## config.mk

```make
export PLATFORM = sky130hd
export DESIGN_NAME = sab_ctrl
export DESIGN_NICKNAME = d
export VERILOG_FILES = /design/src/design/sab_pkg.sv /design/src/design/sab_ctrl.sv
export SDC_FILE = /design/constraint.sdc
export NUM_CORES = 1
export LEC_CHECK = 0
export CELL_PAD_IN_SITES_DETAIL_PLACEMENT = 2
export CELL_PAD_IN_SITES_GLOBAL_PLACEMENT = 2
export CORE_UTILIZATION = 34
export CTS_CLUSTER_SIZE = 12
export DETAILED_ROUTE_END_ITERATION = 10
export DONT_BUFFER_PORTS = 1
export PLACE_DENSITY = 0.69
export REMOVE_ABC_BUFFERS = 1
export SLEW_MARGIN = 20
export SYNTH_ARGS = -nofsm -noshare
export SYNTH_HDL_FRONTEND = slang
export SYNTH_SLANG_ARGS = --single-unit
```

## constraint.sdc

```tcl
create_clock -name i_clk -period 5.7 [get_ports i_clk]
set_clock_uncertainty 0.2 [all_clocks]
set_input_delay 0.57 -clock i_clk [delete_from_list [all_inputs] [get_ports i_clk]]
set_output_delay 0.57 -clock i_clk [all_outputs]
set_load 0.005 [all_outputs]
```

## src/design/sab_pkg.sv

```systemverilog
`timescale 1ns / 1ps
// ----------------------------------------------------------------------------
// sab_pkg
// shared types, constants and codes for the suffix array builder
// ----------------------------------------------------------------------------
`default_nettype none

package sab_pkg;

    localparam int MAX_LEN   = 1024;
    localparam int ALPHABET  = 27;
    localparam int ADDR_W    = $clog2(MAX_LEN);
    localparam int LEN_W     = ADDR_W + 1;
    localparam int SYM_W     = 5;
    localparam int CNT_DEPTH = (MAX_LEN > ALPHABET) ? MAX_LEN : ALPHABET;
    localparam int CNT_AW    = $clog2(CNT_DEPTH);

    localparam logic [SYM_W-1:0] TERMINATOR = '0;

    localparam logic REQ_LOAD = 1'b0;
    localparam logic REQ_READ = 1'b1;

    localparam logic [1:0] ST_OK       = 2'd0;
    localparam logic [1:0] ST_RANGE    = 2'd1;
    localparam logic [1:0] ST_NOT_BUILT = 2'd2;
    localparam logic [1:0] ST_OVERFLOW = 2'd3;

    typedef struct packed {
        logic             req_type;
        logic [SYM_W-1:0] symbol;
        logic             is_last;
        logic [9:0]       rank;
    } t_in_item;

    typedef struct packed {
        logic [9:0] suffix_start;
        logic [1:0] status;
    } t_out_item;

    typedef enum logic [3:0] {
        PH_IDLE,
        PH_TERM,
        PH_CLR,
        PH_HIST,
        PH_PREFIX,
        PH_SCATTER,
        PH_COPY_ORD,
        PH_CLASS,
        PH_COPY_CLS,
        PH_DBL,
        PH_CHECK,
        PH_FIN
    } t_phase;

    typedef struct packed {
        t_phase phase;
        logic   first;
    } t_dp_cmd;

    typedef struct packed {
        logic done;
        logic more;
    } t_dp_stat;

endpackage

`default_nettype wire

```

## src/design/sab_ctrl.sv

```systemverilog
`timescale 1ns / 1ps
// ----------------------------------------------------------------------------
// sab_ctrl
// build sequencer: steps the datapath through the counting sort passes
// ----------------------------------------------------------------------------
`default_nettype none

module sab_ctrl (
    input  wire logic              i_clk,
    input  wire logic              i_rst_n,
    input  wire logic              i_load_last,
    input  wire sab_pkg::t_dp_stat i_stat,
    output sab_pkg::t_dp_cmd       o_cmd,
    output logic                   o_busy
);
    import sab_pkg::*;

    typedef enum logic [3:0] {
        S_IDLE,
        S_TERM,
        S_CLR,
        S_HIST,
        S_PREFIX,
        S_SCATTER,
        S_COPY_ORD,
        S_CLASS,
        S_COPY_CLS,
        S_DBL,
        S_CHECK,
        S_FIN
    } t_state;

    t_state  r_state, n_state;
    t_dp_cmd r_cmd;
    logic    r_busy;

    function automatic t_phase f_phase(input t_state s);
        t_phase p;
        unique case (s)
            S_IDLE:     p = PH_IDLE;
            S_TERM:     p = PH_TERM;
            S_CLR:      p = PH_CLR;
            S_HIST:     p = PH_HIST;
            S_PREFIX:   p = PH_PREFIX;
            S_SCATTER:  p = PH_SCATTER;
            S_COPY_ORD: p = PH_COPY_ORD;
            S_CLASS:    p = PH_CLASS;
            S_COPY_CLS: p = PH_COPY_CLS;
            S_DBL:      p = PH_DBL;
            S_CHECK:    p = PH_CHECK;
            S_FIN:      p = PH_FIN;
            default:    p = PH_IDLE;
        endcase
        return p;
    endfunction

    always_comb begin
        n_state = r_state;
        unique case (r_state)
            S_IDLE:     if (i_load_last) n_state = S_TERM;
            S_TERM:     n_state = S_CLR;
            S_CLR:      if (i_stat.done) n_state = S_HIST;
            S_HIST:     if (i_stat.done) n_state = S_PREFIX;
            S_PREFIX:   if (i_stat.done) n_state = S_SCATTER;
            S_SCATTER:  if (i_stat.done) n_state = r_cmd.first ? S_CLASS : S_COPY_ORD;
            S_COPY_ORD: if (i_stat.done) n_state = S_CLASS;
            S_CLASS:    if (i_stat.done) n_state = r_cmd.first ? S_CHECK : S_COPY_CLS;
            S_COPY_CLS: if (i_stat.done) n_state = S_DBL;
            S_DBL:      n_state = S_CHECK;
            S_CHECK:    n_state = i_stat.more ? S_CLR : S_FIN;
            S_FIN:      n_state = S_IDLE;
            default:    n_state = S_IDLE;
        endcase
    end

    always_ff @(posedge i_clk) begin
        if (!i_rst_n) begin
            r_state     <= S_IDLE;
            r_cmd.phase <= PH_IDLE;
            r_cmd.first <= 1'b0;
            r_busy      <= 1'b0;
        end else begin
            r_state     <= n_state;
            r_cmd.phase <= f_phase(n_state);
            r_busy      <= (n_state != S_IDLE);
            // first pass sorts on symbols, later rounds on class pairs
            if (r_state == S_IDLE && i_load_last) begin
                r_cmd.first <= 1'b1;
            end else if (r_state == S_CHECK) begin
                r_cmd.first <= 1'b0;
            end
        end
    end

    assign o_cmd  = r_cmd;
    assign o_busy = r_busy;

endmodule

`default_nettype wire

```

After elaboration in Yosys (flattened, before gate mapping)
Memory sizes are Yosys's and may differ from the RTL's. A register that Yosys moved wholly into a read port is not among the register bits.
Index checks and enable logic that the tools add are counted.
{"block": "word_totals", "out_inout_bits": 6, "reg_bits": 6, "in_bits": 5, "n_memories": 1, "mem_bits_ro": 64}
{"memory": "(name not given)", "depth": 16, "width": 4, "read_ports": 1, "rd_clocked_by_memory_dff": 1, "wr": 0, "line": "sab_ctrl.sv:39", "rtl": "unique case (s)"}
{"block": "op_classes", "mux": 14, "n_eq_ne": 10, "n_reduce_logical": 5}
{"operator": "$pmux 4 s11", "count": 1}
{"operator": "$mux 4", "count": 9}
{"operator": "$eq 4x3->1 const B", "count": 4}
{"operator": "$eq 4x4->1 const B", "count": 3}
{"operator": "$eq 4x2->1 const B", "count": 2}
{"operator": "$eq 4x1->1 const B", "count": 1}
{"operator": "$logic_not 4->1", "count": 1}
{"operator": "$reduce_bool 4->1", "count": 1}
{"operator": "$mux 1", "count": 3}
{"operator": "$mux 2", "count": 1}
{"operator": "$reduce_bool 2->1", "count": 1}
{"operator": "$logic_and 1x1->1", "count": 1}
{"operator": "$logic_not 1->1", "count": 1}

Logic depth before layout (Yosys ltp)
{"block": "depth", "ltp_word": 4, "mapped_depth": 6, "ltp_nobuf": 5}

Worst setup path after synthesis
No wires, ideal clock.
{"block": "synth_path", "kind": "input -> register", "startpoint": "in i_stat[1] (netlist name)", "endpoint": "reg r_busy (netlist: o_busy)", "setup_slack_ns": 3.792, "setup_ns": 0.134, "t_required_ns": 5.366, "arrival_time_ns": 1.574, "path_stages": 5, "n_path_buf": 0, "path_cell_list": "nor2_1 > a32oi_2 > o211a_1 > a211oi_2 > or4_1"}
{"block": "synth_between", "elab_chain_len": 3}
{"item": "start: declaration", "line": "sab_ctrl.sv:12", "rtl": "input wire sab_pkg::t_dp_stat i_stat,"}
{"item": "$mux 4 (tied with other cells)", "line": "sab_ctrl.sv:68", "rtl": "S_COPY_CLS: if (i_stat.done) n_state = S_DBL;"}
{"item": "$pmux 4 s11 (*)", "line": "sab_ctrl.sv:59", "rtl": "unique case (r_state)"}
{"item": "$reduce_bool 4->1 (*)", "line": "sab_ctrl.sv:85", "rtl": "r_busy <= (n_state != S_IDLE);"}
{"item": "end signal: assignment", "line": "sab_ctrl.sv:85"}
{"item": "end: declaration", "line": "sab_ctrl.sv:35", "rtl": "logic r_busy;"}
Every way passes the cells marked *; elsewhere a longest branch is shown, timed or not.
A chain may end at the register's enable or synchronous reset.

Final worst setup path
{"block": "layout_path", "startpoint": "reg r_state[3]", "endpoint": "reg r_busy (netlist: o_busy)"}
{"block": "layout_between", "elab_chain_len": 3}
{"item": "start: declaration", "line": "sab_ctrl.sv:33", "rtl": "t_state r_state, n_state;"}
{"item": "start signal: assignment", "line": "sab_ctrl.sv:83", "rtl": "r_state <= n_state;"}
{"item": "$eq 4x4->1 (tied with other cells)", "line": "sab_ctrl.sv:59"}
{"item": "$pmux 4 s11 (*)", "line": "sab_ctrl.sv:59"}
{"item": "$reduce_bool 4->1 (*)", "line": "sab_ctrl.sv:85"}
Marked as above.

==> summary.md <==
| Metric | Value |
|---|---|
| Die area | `1720 um^2` |
| Port Buffer Count | `0` |
| Synthesis-stage register bit count | `10` |
| Cell taking the most area after synthesis | `dfxtp_1` |
| Clk pin slew, worst setup/hold paths | `0.07 ns` |
| Switching part of the total | `24.8%` |
| Period minus WS final | `2.13 ns` |
| Antenna Nets Post-Route | `0` |
| Final wirelength | `1220 um` |
| Initial antenna violation count | `0` |
| Pwr/cell area | `297 nW/um^2` |
| Via/cell ratio | `5.79` |
| GPL Wtd Cong | `0.682` |
| GRT Total Usage | `17.1%` |
| DIE HEIGHT | `41.5 um` |
| Area added between synthesis and finish | `3.30%` |
| Hold slack | `0.292 ns` |
| RSZ-0062 raised after global routing | `no` |
| Worst Setup Path Type | `register to register` |
| Vias | `417` |
| Drt initial violations | `4` |
| Remaining global-route overflow | `0` |
| Count of pins over their slew limit | `0` |
| Maximum clock path buffer count | `2` |
| Cell-internal power | `122 uW` |
| Total negative slack | `0 ns` |
| Setup crit end kind | `register` |
| Yosys cell types | `26` |
| CTS root buffer | `clkbuf_4` |
| Pleak | `0.207 nW` |
| Sequential Power Share | `51.4%` |
| Asr flop ratio synth | `0%` |
| Post-CTS setup buffers | `0` |
| CP Buf/Inv Count | `0` |
| Total CTS buffers | `3` |
| Maximum VDD drop | `0.193 mV` |
| 1st-pass router iterations | `4` |
| Fmax | `469 MHz` |
| CP top delay family | `simple AND/OR/NAND/NOR gates` |
| H-tree depth | `1` |
| Slew headroom | `64.0%` |
| Sequential fraction of the synthesis area | `37.7%` |
| # diodes | `0` |
| Largest net degree at the start of global routing | `13` |
| # nets final | `63` |
| Post-DP HPWL | `946 um` |
| Hold_buf cts | `0` |
| PostCTS Resize Cnt | `0` |
| Status | `finished clean` |
| Post-Synthesis Cells | `57` |
| Worst-Skew Late Latency | `0.26 ns` |
| Largest stage delay on the critical path | `0.61 ns` |
| Crit-path slowest cell | `dfxtp_1` |
| Synth Flop Type | `dfxtp_1` |
| Syn Area/Cell | `9.31 um^2` |
| EDFF count, synth | `0` |
| Layout cells sized above 1 | `15.8%` |
| Gate power share | `10.7%` |
| MaxCap Viol Count | `0` |
| Synth top area share | `37.7%` |
| CTS Sinks | `10` |
| Synth Warn # | `0` |
| Row cnt | `13` |
| Final hold vios | `0` |
| Vias in the first global route | `445` |
| Die width | `41.5 um` |
| TritonCTS clock tree | `done` |
| CP Data Arrival Time | `2.06 ns` |
| Initial core utilization | `38.4%` |
| First-pass GRT wire length | `2220 um` |
| Data required time of the worst path | `5.63 ns` |
| Crit path launch type | `register` |
| Core area | `1380 um^2` |
| Tcrit/Tclk final | `37.4%` |
| CP Cell Sequence | `nor2b_4, a32oi_2, o211a_1, a211oi_2, or4_1` |
| Cell area after synthesis | `531 um^2` |
| IO Pins | `11` |
| Post-route DRC | `0` |
| Synth area leaders | `dfxtp_1, nor4b_4, buf_6, nor2_1, a21oi_1` |
| Routed len/inst | `16.9 um` |
| Worst min path class | `input pin to register` |
| Net switching power | `40.4 uW` |
| Max Fanout on Critical Path | `12` |
| Setup Viol. Count Final | `0` |
| Worst slew pin tran | `0.532 ns` |
| Clock power share | `37.8%` |
Yosys cell counts (2+ instances only):
master,n
nand2_1,4
o21ai_0,4
a21oi_1,4
nor2_1,6
buf_6,2
o211a_1,2
nor3_1,2
buf_4,2
nand3b_1,2
dfxtp_1,10
inv_1,3
a21boi_0,2
cell families (layout without fill, tap and decap cells):
group	Yosys count	after routing	share of synthesized area, %
and+or+nand+nor	22	22	26.6
AOI/OAI and AO/OA	17	17	24.8
DFF	10	10	37.7
buffers and inverters	7	7	9.20
xor gates and xnor gates	1	1	1.65
per-stage QoR:
step | power [mW] | util, % | setup WS [ns] | instance area, um^2 | std cells
4_1_cts | 0.166 | 39.6 | 3.57 | 548 | 72
6_report | 0.163 | 39.6 | 3.57 | 548 | 72
2_1_floorplan | 0.0974 | - | 3.78 | 493 | 53
3_5_place_dp | 0.103 | 37.0 | 3.58 | 512 | 68
3_3_place_gp | 0.102 | 37.0 | 3.68 | 512 | 68
5_1_grt | 0.175 | 39.6 | 3.39 | 548 | 72
power by group through the flow:
| stage | registers [mW] | clock network (mW) | logic, mW |
|---|---|---|---|
| after floorplan | 0.0832 | 0 | 0.0142 |
| after global placement | 0.0852 | 0 | 0.0166 |
| after detailed placement | 0.0855 | 0 | 0.0179 |
| after CTS | 0.0839 | 0.0639 | 0.0179 |
| after global routing | 0.0849 | 0.0698 | 0.0206 |
| final | 0.0838 | 0.0616 | 0.0175 |
final timing paths:
path | start | endpoint | slack (ns) | depth (start not counted)
setup / recovery | r_state[3]$_SDFF_PN0_ | o_busy$_SDFF_PN0_ | 3.57 | 5
hold / removal | i_stat[1] | r_state[0]$_SDFF_PN0_ | 0.29 | 2
setup reg to reg | r_state[3]$_SDFF_PN0_ | o_busy$_SDFF_PN0_ | 3.57 | 5
hold reg to reg | o_cmd[0]$_SDFFE_PN0P_ | o_cmd[0]$_SDFFE_PN0P_ | 0.38 | 2
cell type report:
| type | instances | area [um^2] |
|---|---|---|
| multi-input cells | 40 | 282 |
| inverters | 3 | 11.3 |
| clock buffers | 4 | 36.3 |
| flip-flops and latches | 10 | 200 |
| fillers | 154 | 835 |
| well taps | 15 | 18.8 |
cell usage in the layout (no fill, tap or decap), types with 2 or more instances in the layout:
master    count
a21boi_0      2
nand3b_1      2
clkbuf_4      3
dfxtp_1      10
nor2_1        6
o21ai_0       4
nor3_1        2
nand2_1       4
o211a_1       2
a21oi_1       4
inv_1         3
layer usage:
metal	track usage, %	routed length, um	share of wire, %	vias to the layer above
met1	22.0	550	45	199
met4	1.94	17	1.4	0
met3	8.70	65	5.3	3
met5	0	0	0	-
li1	-	-	-	201
met2	26.3	583	48	14
sequential cells by signal (all words and copies together) (netlist names):
signal,flops
r_state,4
o_cmd,5
o_busy,1
No activity file was read; power rests on OpenSTA's default activity.
